<file path="src/design/dart_pkg.sv">
`default_nettype none

package dart_pkg;

  localparam int CLOCK_RATE_HZ = 4194304;
  localparam int DIV_PERIOD = 256;

  localparam int DIV_CD_W = 10;
  localparam int CNT_CD_W = 12;
  localparam int PERIOD_W = 11;

  localparam logic [1:0] ACT_TICK  = 2'd0;
  localparam logic [1:0] ACT_READ  = 2'd1;
  localparam logic [1:0] ACT_WRITE = 2'd2;

  localparam logic [1:0] SEL_DIVIDER = 2'd0;
  localparam logic [1:0] SEL_COUNTER = 2'd1;
  localparam logic [1:0] SEL_MODULO  = 2'd2;
  localparam logic [1:0] SEL_CONTROL = 2'd3;

  localparam logic [7:0] CTRL_ENABLE_MASK = 8'h04;
  localparam logic [7:0] CTRL_PERIOD_MASK = 8'h03;
  localparam logic [7:0] COUNTER_TOP      = 8'hFF;

  localparam int PERIOD_SEL0 = CLOCK_RATE_HZ / 4096;
  localparam int PERIOD_SEL1 = CLOCK_RATE_HZ / 262144;
  localparam int PERIOD_SEL2 = CLOCK_RATE_HZ / 65536;
  localparam int PERIOD_SEL3 = CLOCK_RATE_HZ / 16384;

  function automatic logic [PERIOD_W-1:0] period_for(input logic [1:0] sel);
    logic [PERIOD_W-1:0] p;
    unique case (sel)
      2'd0:    p = PERIOD_W'(PERIOD_SEL0);
      2'd1:    p = PERIOD_W'(PERIOD_SEL1);
      2'd2:    p = PERIOD_W'(PERIOD_SEL2);
      default: p = PERIOD_W'(PERIOD_SEL3);
    endcase
    return p;
  endfunction

endpackage

`default_nettype wire

</file>
<file path="src/design/dart_req_if.sv">
`default_nettype none

interface dart_req_if;
  logic       valid;
  logic       ready;
  logic [1:0] action;
  logic [1:0] reg_select;
  logic [7:0] write_data;
  logic [7:0] elapsed_cycles;

  modport source (output valid, output action, output reg_select, output write_data,
                  output elapsed_cycles, input ready);
  modport sink (input valid, input action, input reg_select, input write_data,
                input elapsed_cycles, output ready);
endinterface

`default_nettype wire

</file>
<file path="src/design/dart_rsp_if.sv">
`default_nettype none

interface dart_rsp_if;
  logic       valid;
  logic       ready;
  logic [7:0] read_data;
  logic       timer_irq;

  modport source (output valid, output read_data, output timer_irq, input ready);
  modport sink (input valid, input read_data, input timer_irq, output ready);
endinterface

`default_nettype wire

</file>
<file path="src/design/divider_and_reload_timer.sv">
// Divider and reload timer with divider, counter, modulo and control registers.
// The request channel carries one item per access: a tick with an elapsed
// cycle count, a register read or a register write. Every request item gives
// exactly one item on the response channel, holding the read byte and the
// overflow interrupt flag.
// A read or write response is valid in the cycle after acceptance. A tick
// moves to the count state and stays there while it crosses counter periods,
// since a single adder adds the period back to the counter countdown once per
// cycle and advances the counter byte with it. At the shortest period a tick
// with an elapsed count of 255 crosses up to 16 periods.
// The block takes one request item at a time. A finished response sits in an
// output register, and the next request is accepted while it is being taken.
// When the receiver stalls, the response is held and no further request is
// accepted until the output register is free.
// Reset clears all four registers, both countdowns and the counter period, so
// the counter starts disabled, and it empties the output register.
`default_nettype none

module divider_and_reload_timer
  import dart_pkg::*;
(
  input  wire         clk,
  input  wire         rst,
  dart_req_if.sink    request,
  dart_rsp_if.source  response
);

  typedef enum logic [1:0] {
    S_IDLE  = 2'b01,
    S_COUNT = 2'b10
  } state_t;

  state_t state;

  logic [7:0] divider_byte;
  logic [7:0] counter_byte;
  logic [7:0] modulo_byte;
  logic [7:0] control_byte;
  logic signed [DIV_CD_W-1:0] divider_countdown;
  logic signed [CNT_CD_W-1:0] counter_countdown;
  logic [PERIOD_W-1:0] counter_period;
  logic irq_seen;

  logic       rsp_valid;
  logic [7:0] rsp_data;
  logic       rsp_irq;

  logic out_free;
  logic accept;
  logic counter_on;
  logic counter_due;
  logic rsp_load;

  logic signed [CNT_CD_W-1:0] div_sub;
  logic signed [CNT_CD_W-1:0] div_wrap;
  logic signed [DIV_CD_W-1:0] divider_countdown_next;
  logic [PERIOD_W-1:0]        period_next;

  localparam logic signed [CNT_CD_W-1:0] DIV_MIN_WIDE = -(CNT_CD_W'(1) <<< (DIV_CD_W - 1));

  assign out_free = !rsp_valid || response.ready;
  assign request.ready = (state == S_IDLE) && out_free;
  assign accept = request.valid && request.ready;

  assign response.valid = rsp_valid;
  assign response.read_data = rsp_data;
  assign response.timer_irq = rsp_irq;

  assign counter_on = (counter_period != '0);
  assign counter_due = counter_on && (counter_countdown <= 0);

  assign rsp_load = (accept && (request.action != ACT_TICK)) ||
                    ((state == S_COUNT) && !counter_due && out_free);

  always_comb begin
    div_sub = CNT_CD_W'(divider_countdown) - $signed({4'b0, request.elapsed_cycles});
    div_wrap = div_sub + CNT_CD_W'(DIV_PERIOD);
    if (div_sub > 0) begin
      divider_countdown_next = div_sub[DIV_CD_W-1:0];
    end else if (div_wrap < DIV_MIN_WIDE) begin
      divider_countdown_next = DIV_MIN_WIDE[DIV_CD_W-1:0];
    end else begin
      divider_countdown_next = div_wrap[DIV_CD_W-1:0];
    end
    if ((request.write_data & CTRL_ENABLE_MASK) != 8'h00) begin
      period_next = period_for(request.write_data[1:0] & CTRL_PERIOD_MASK[1:0]);
    end else begin
      period_next = '0;
    end
  end

  always_ff @(posedge clk) begin
    if (rst) begin
      state <= S_IDLE;
      rsp_valid <= 1'b0;
      rsp_data <= 8'h00;
      rsp_irq <= 1'b0;
      irq_seen <= 1'b0;
      divider_byte <= 8'h00;
      counter_byte <= 8'h00;
      modulo_byte <= 8'h00;
      control_byte <= 8'h00;
      divider_countdown <= '0;
      counter_countdown <= '0;
      counter_period <= '0;
    end else begin
      if (rsp_load) begin
        rsp_valid <= 1'b1;
      end else if (rsp_valid && response.ready) begin
        rsp_valid <= 1'b0;
      end
      unique case (state)
        S_IDLE: begin
          if (accept) begin
            rsp_irq <= 1'b0;
            priority if (request.action == ACT_TICK) begin
              divider_countdown <= divider_countdown_next;
              if (div_sub <= 0) begin
                divider_byte <= divider_byte + 8'd1;
              end
              if (counter_on) begin
                counter_countdown <= counter_countdown
                                     - $signed({4'b0, request.elapsed_cycles});
              end
              irq_seen <= 1'b0;
              state <= S_COUNT;
            end else if (request.action == ACT_READ) begin
              unique case (request.reg_select)
                SEL_DIVIDER: rsp_data <= divider_byte;
                SEL_COUNTER: rsp_data <= counter_byte;
                SEL_MODULO:  rsp_data <= modulo_byte;
                default:     rsp_data <= control_byte;
              endcase
            end else if (request.action == ACT_WRITE) begin
              rsp_data <= 8'h00;
              unique case (request.reg_select)
                SEL_DIVIDER: divider_byte <= 8'h00;
                SEL_COUNTER: counter_byte <= request.write_data;
                SEL_MODULO:  modulo_byte <= request.write_data;
                default: begin
                  control_byte <= request.write_data;
                  counter_period <= period_next;
                  counter_countdown <= CNT_CD_W'(period_next);
                end
              endcase
            end else begin
              rsp_data <= 8'h00;
            end
          end
        end
        S_COUNT: begin
          if (counter_due) begin
            if (counter_byte == COUNTER_TOP) begin
              counter_byte <= modulo_byte;
              irq_seen <= 1'b1;
            end else begin
              counter_byte <= counter_byte + 8'd1;
            end
            counter_countdown <= counter_countdown + CNT_CD_W'(counter_period);
          end else if (out_free) begin
            rsp_data <= 8'h00;
            rsp_irq <= irq_seen;
            state <= S_IDLE;
          end
        end
        default: state <= S_IDLE;
      endcase
    end
  end

  // The period only changes through an accepted control write.
  assert property (@(posedge clk) disable iff (rst)
    !accept |=> $stable(counter_period))
    else $error("counter period changed without a write");

  // Between items an enabled counter always has a positive countdown.
  assert property (@(posedge clk) disable iff (rst)
    (state == S_IDLE) && counter_on |-> counter_countdown > 0)
    else $error("enabled counter idles with a spent countdown");

  // A tick ends as soon as no period is left to cross and the output is free.
  assert property (@(posedge clk) disable iff (rst)
    (state == S_COUNT) && !counter_due && out_free |=> (state == S_IDLE) && rsp_valid)
    else $error("tick did not complete");

  // An interrupt only comes with a tick, whose read byte is zero.
  assert property (@(posedge clk) disable iff (rst)
    rsp_valid && rsp_irq |-> rsp_data == 8'h00)
    else $error("interrupt reported with read data");

endmodule

`default_nettype wire
</file>
<file path="src/flat_wrapper.sv">
// flat-port wrapper written by rule: the top's interface ports become plain ports
module divider_and_reload_timer_flat import dart_pkg::*;
  (clk, rst, request_valid, request_action, request_reg_select, request_write_data, request_elapsed_cycles, request_ready, response_valid, response_read_data, response_timer_irq, response_ready);
  dart_req_if request_i ();
  dart_rsp_if response_i ();
  input  wire clk;
  input  wire rst;
  input wire logic [$bits(request_i.valid)-1:0] request_valid;
  input wire logic [$bits(request_i.action)-1:0] request_action;
  input wire logic [$bits(request_i.reg_select)-1:0] request_reg_select;
  input wire logic [$bits(request_i.write_data)-1:0] request_write_data;
  input wire logic [$bits(request_i.elapsed_cycles)-1:0] request_elapsed_cycles;
  output wire logic [$bits(request_i.ready)-1:0] request_ready;
  output wire logic [$bits(response_i.valid)-1:0] response_valid;
  output wire logic [$bits(response_i.read_data)-1:0] response_read_data;
  output wire logic [$bits(response_i.timer_irq)-1:0] response_timer_irq;
  input wire logic [$bits(response_i.ready)-1:0] response_ready;
  assign request_i.valid = request_valid;
  assign request_i.action = request_action;
  assign request_i.reg_select = request_reg_select;
  assign request_i.write_data = request_write_data;
  assign request_i.elapsed_cycles = request_elapsed_cycles;
  assign request_ready = request_i.ready;
  assign response_valid = response_i.valid;
  assign response_read_data = response_i.read_data;
  assign response_timer_irq = response_i.timer_irq;
  assign response_i.ready = response_ready;
  divider_and_reload_timer u_core (.clk(clk), .rst(rst), .request(request_i), .response(response_i));
endmodule
</file>
<file path="config.mk">
export PLATFORM = sky130hd
export DESIGN_NAME = divider_and_reload_timer_flat
export DESIGN_NICKNAME = d
export VERILOG_FILES = /design/src/design/dart_pkg.sv /design/src/design/dart_req_if.sv /design/src/design/dart_rsp_if.sv /design/src/design/divider_and_reload_timer.sv /design/src/flat_wrapper.sv
export SDC_FILE = /design/constraint.sdc
export NUM_CORES = 1
export LEC_CHECK = 0
export ABC_CLOCK_PERIOD_IN_PS = 2910
export BUFFER_PORTS_ARGS = -buffer_cell sky130_fd_sc_hd__buf_4
export CAP_MARGIN = 20
export CORE_MARGIN = 1
export CORE_UTILIZATION = 45
export CTS_CLUSTER_DIAMETER = 50
export DETAILED_ROUTE_END_ITERATION = 7
export PLACE_DENSITY = 0.72
export SLEW_MARGIN = 15
export SYNTH_ARGS = -nofsm -noshare
export SYNTH_HDL_FRONTEND = slang
export SYNTH_SLANG_ARGS = --single-unit
export TNS_END_PERCENT = 1
</file>
<file path="constraint.sdc">
create_clock -name clk -period 2.91 [get_ports clk]
set_clock_uncertainty 0.1 [all_clocks]
set_input_delay 0 -clock clk [delete_from_list [all_inputs] [get_ports clk]]
set_output_delay 0 -clock clk [all_outputs]
set_load 0.02 [all_outputs]
</file>
# After elaboration in Yosys (flattened, before gate mapping)
# Cells that the tools add are included.
[totals] register_bits=78 out_inout_bits=11
[op_classes] add_sub_neg=6 n_lt_le_gt_ge=4 eq_ne=25 n_mux=48 bitwise=3 reduce_logical=31
[ops] cell="$mux W8" n=17
[ops] cell="$mux W12" n=7
[ops] cell="$pmux W11 S3" n=1
[ops] cell="$pmux W8 S2" n=2
[ops] cell="$pmux W12 S2" n=1
[ops] cell="$pmux W8 S3" n=1
[ops] cell="$mux W10" n=2
[ops] cell="$reduce_and A6 Y1" n=3
[ops] cell="$add A8 B1 Y8 const B" n=2
[ops] cell="$ne A2 B2 Y1 const B" n=8
[ops] cell="$reduce_and A7 Y1" n=2
[ops] cell="$add A11 B10 Y12 const B" n=1
[ops] cell="$add A12 B11 Y12" n=1
[ops] cell="$le A12 B1 Y1 const B" n=1
[ops] cell="$lt A12 B10 Y1 const B" n=1
[ops] cell="$sub A12 B9 Y12" n=1
[ops] cell="$gt A11 B1 Y1 const B" n=1
[ops] cell="$le A11 B1 Y1 const B" n=1
[ops] cell="$mux W11" n=1
[ops] cell="$reduce_bool A11 Y1" n=1
[ops] cell="$sub A10 B9 Y11" n=1
[ops] cell="$reduce_and A5 Y1" n=2
[ops] cell="$reduce_bool A2 Y1" n=5
[ops] cell="$mux W1" n=9
[ops] cell="other kinds (17)" n=45

# Longest topological paths before layout
[logic_depth] ltp_word=9 mapped_depth=13 mapped_depth_nobuf=13

# Worst setup path before layout
# Ideal clock, no wire load.
[synth_path] kind="register to register" from="register u_core.divider_countdown[0]" to="register u_core.divider_countdown[9]" setup_ns=0.132 arrival_ns=2.789 slack_ns=-0.111 path_stages_with_launch=13 n_path_buf=0 synth_period_minus_slack_ns=3.021 cell_sequence="dfxtp_1 -> inv_1 -> ha_1 -> fa_1 -> nand2b_1 -> a211oi_1 -> o21ai_1 -> xnor2_1 -> ha_1 -> a21oi_1 -> a21oi_1 -> o2bb2ai_1 -> a21oi_1"
[synth_via] elab_chain_cells=5 elab_cells_between_ends=6
[synth_lines] element="start: declaration" line_no="divider_and_reload_timer.sv:39" text="logic signed [DIV_CD_W-1:0] divider_countdown;"
[synth_lines] element="start signal: assignment" line_no="divider_and_reload_timer.sv:117" text="divider_countdown <= divider_countdown_next;"
[synth_lines] element="$sub A10 B9 Y11 *" line_no="divider_and_reload_timer.sv:76" text="div_sub = CNT_CD_W'(divider_countdown) - $signed({4'b0, request.elapsed_cycles});"
[synth_lines] element="$add A11 B10 Y12" line_no="divider_and_reload_timer.sv:77" text="div_wrap = div_sub + CNT_CD_W'(DIV_PERIOD);"
[synth_lines] element="$lt A12 B10 Y1" line_no="divider_and_reload_timer.sv:80" text="end else if (div_wrap < DIV_MIN_WIDE) begin"
[synth_lines] element="$mux W10" line_no="divider_and_reload_timer.sv:80"
[synth_lines] element="$mux W10 *" line_no="divider_and_reload_timer.sv:78" text="if (div_sub > 0) begin"
# Mark *: on every way between the ends. The rest lies on a longest branch, timed or not.
# A chain may end at the register's enable or synchronous reset.

# Worst setup path after layout
[layout_path] from="register u_core.divider_countdown[1]" to="register u_core.divider_byte[7]"
[layout_via] elab_chain_cells=4
[layout_lines] element="$sub A10 B9 Y11" line_no="divider_and_reload_timer.sv:76"
[layout_lines] element="$le A11 B1 Y1" line_no="divider_and_reload_timer.sv:118" text="if (div_sub <= 0) begin"
[layout_lines] element="$ne A2 B2 Y1 (no line)"
[layout_lines] element="$reduce_and A6 Y1 (no line)"
[layout_lines] element="end signal: assignment" line_no="divider_and_reload_timer.sv:119" text="divider_byte <= divider_byte + 8'd1;"
[layout_lines] element="end: declaration" line_no="divider_and_reload_timer.sv:35" text="logic [7:0] divider_byte;"
# Every way passes these cells.

==> run_results.csv <==
group,metric,value,unit
placed_design,finalWeightedCongestion,0.875,
placed_design,place_area,4990,um^2
pwr,clkPwrFrac,0.382,
floorplan,std_cell_rows,36,
critical_path,startpoint_type,"flop",
pwr,seq_power_share,0.415,
worst_hold_path,hold_class,"in2reg",
critical_path,arrival,3250,ps
grt,grt_pass1_vias,4142,
logic_synthesis,syn_nets,628,
outcome,outcome,"complete, but fails checks",
logic_synthesis,synth_most_common_cell,"dfxtp_1",
routing,routed_wl,12.3,mm
routing,wl_per_cell,16.3,um
pwr,p_switching,689,uW
routing,drc,0,
critical_path,critPathMaxFanout,10,
logic_synthesis,synth-edff-count,0,
critical_path,critPathKind,"reg2reg",
finish,fin_area,5530,um^2
routing,drt_iter0_markers,229,
sta,post-route-period-util,1.05,
pwr,max-vdd-ir-drop,0.189,mV
grt,grt_pass1_wl,19.5,mm
finish,multi_input_area,3070,um^2
finish,utilization,0.566,
placed_design,dpl.hpwl,8.49,mm
grt,grt-ovfl-total,0,
routing,vias,4472,
sta,hold_ws,42.1,ps
clock_tree,cts.htree.levels,3,
floorplan,num_io_pins,35,
sta,setup_viol,10,
floorplan,core,9770,um^2
logic_synthesis,ys_top_cells_by_area,"dfxtp_1 31%, ha_1 7.2%, a21oi_1 6.4%",
logic_synthesis,synth_flop_cell,"dfxtp_1",
routing,first_pass_iters,5,
logic_synthesis,synth_common_cells,"71 x dfxtp_1, 62 x nor2_1, 60 x nand2_1",
sta,final_max_slew_viol_count,0,
clock_tree,cts_root_buf,"clkbuf_8",
grt,antenna_found_initial,0,
pwr,p_leak,0.00217,uW
logic_synthesis,yosys_warnings,0,
routing,vias_per_cell,5.89,
sta,finalHoldViolations,0,
grt,grt_use_total,0.240,
clock_tree,cts_buffer_depth,2,
critical_path,worstSetupEndpointType,"flop",
finish,layout.nets,674,
logic_synthesis,netlist_instances,576,
logic_synthesis,syn_area,4530,um^2
clock_tree,clock_latency,360,ps
sta,setup_tns,-743,ps
sta,period_minus_slack,3050,ps
routing,ant_nets,0,
logic_synthesis,avgSynthCellArea,7.86,um^2
floorplan,die_w,102,um
placed_design,port_buffers,34,
floorplan,die_h,102,um
clock_tree,cts_tree,"yes",
logic_synthesis,async_flop_share,0,
finish,seqCellArea,1420,um^2
sta,max_freq,327,MHz
pwr,p_int,1780,uW
finish,n_antenna_cell,0,
run,maxCapViolations,0,
outcome,violations,"negative setup slack",
critical_path,cp.required,3110,ps
finish,drive_above_1_share,0.195,
sta,slew_headroom,0.528,
pwr,cellPowerDensity,446,nW/um^2
pwr,swShare,0.279,
logic_synthesis,synth.distinct_cells,60,
sta,fin_ws,-144,ps
grt,grt_max_degree,66,
finish,area_delta_synth_final,22.1,%
sta,rsz0062_at_grt,"yes",
logic_synthesis,ys_ff_latch,71,
logic_synthesis,synth_top_area_cell,"dfxtp_1",
floorplan,start_util,0.463,
logic_synthesis,ys_seq_area_frac,0.314,
clock_tree,cts_buffers,9,
finish,filler_cell_count,884,
pwr,fin_total_pwr,2470,uW
sta,tightest_slew,708,ps
clock_tree,clkTransAtPathRegs,70,ps
clock_tree,clock-sinks,71,
pwr,p_comb_frac,0.203,
floorplan,die-area,10500,um^2
logic_synthesis,netlist.area_leader.share,0.314,
-- final timing paths --
| path | startpoint | end | slack [ps] | cells past startpoint |
|---|---|---|---|---|
| worst max-delay path | u_core.divider_countdown[1] | u_core.divider_byte[7] | -140 | 9 |
| worst min-delay path | request_elapsed_cycles[0] | u_core.counter_countdown[0] | 40 | 5 |
| worst max register to register | u_core.divider_countdown[1] | u_core.divider_byte[7] | -140 | 9 |
| worst min register to register | u_core.control_byte[3] | u_core.control_byte[3] | 360 | 2 |
-- through the flow --
stage	std cells	setup slack, ps
after floorplan	576	-28.9
after global placement	732	-190
after detailed placement	732	-312
after CTS	757	-189
after global routing	759	-211
final	759	-144
-- cells by family after synthesis --
kind of cell,Yosys count,synth area share
simple gates,223,0.239
compound gates,158,0.223
flops,71,0.314
buf+inv,63,0.0525
fa+ha+maj,28,0.0807
mux,19,0.0641
xor+xnor,14,0.0271
-- per-layer routing --
layer,wire (um),vias to the layer above,global-route usage
li1,-,2179,-
met1,5640,2163,0.310
met2,5930,106,0.391
met3,517,24,0.0465
met4,248,0,0.100
met5,0,-,0
-- cell usage in the layout, fill, tap and decap left out, drive strengths merged, types with 3 or more instances in the layout --
cell	count
inv	29
a22oi	7
nor3	19
or3	7
a41oi	9
ha	26
or4	6
nand3	15
o21ai	27
xnor2	9
a31oi	8
and2	7
dlygate4sd3	10
or2	8
mux2i	11
a211oi	10
o31ai	7
nor2b	13
buf	57
a21oi	60
dfxtp	71
nand2	60
clkbuf	11
nor4	7
bufinv	3
o211ai	5
nand3b	3
xor2	5
a21o	3
nor2	62
mux4	8
nand4	5
-- area by class of cell --
| class | count | area share |
|---|---|---|
| Clock inverter | 4 | 0.0172 |
| Inverter | 30 | 0.0204 |
| Multi-Input combinational cell | 443 | 0.556 |
| Sequential cell | 71 | 0.258 |
| Timing Repair Buffer | 67 | 0.0955 |
| Tap cell | 133 | 0.0301 |
| Clock buffer | 11 | 0.0238 |
-- flip-flops by register name, indices dropped and copies added, names as in the netlist --
name	flops
u_core.divider_byte	8
u_core.state	2
u_core.response.timer_irq	1
u_core.counter_byte	8
u_core.response.valid	1
u_core.divider_countdown	10
u_core.control_byte	8
u_core.irq_seen	1
u_core.response.read_data	8
u_core.counter_countdown	12
u_core.modulo_byte	8
u_core.counter_period	4
-- timing repair --
item	CTS	global route
gates cloned	0	1
hold buffers	10	0
buffers inserted	0	1
pin swaps	1	13
hold endpoints to repair	37	0
endpoints found under the setup margin	19	20
gates resized for setup	8	30
-- power by group through the flow --
stage / combinational, uW / sequential (uW) / clock, uW
floorplan: 288 / 1040 / 0
global placement: 412 / 1040 / 0
detailed placement: 423 / 1040 / 0
CTS: 448 / 1020 / 953
global route: 545 / 1030 / 990
finish: 501 / 1020 / 943
-- worst max-delay path, cell delays in order, from the launching register on --
cell and delay, ps:
dfxtp_2 370, ha_4 210, nor2b_1 140, o2111a_1 260, or3_4 390, a2111o_1 480, nor4_4 240, a21oi_4 140
or4_1 510, a21oi_1 140
(Power assumes the default switching activity.)
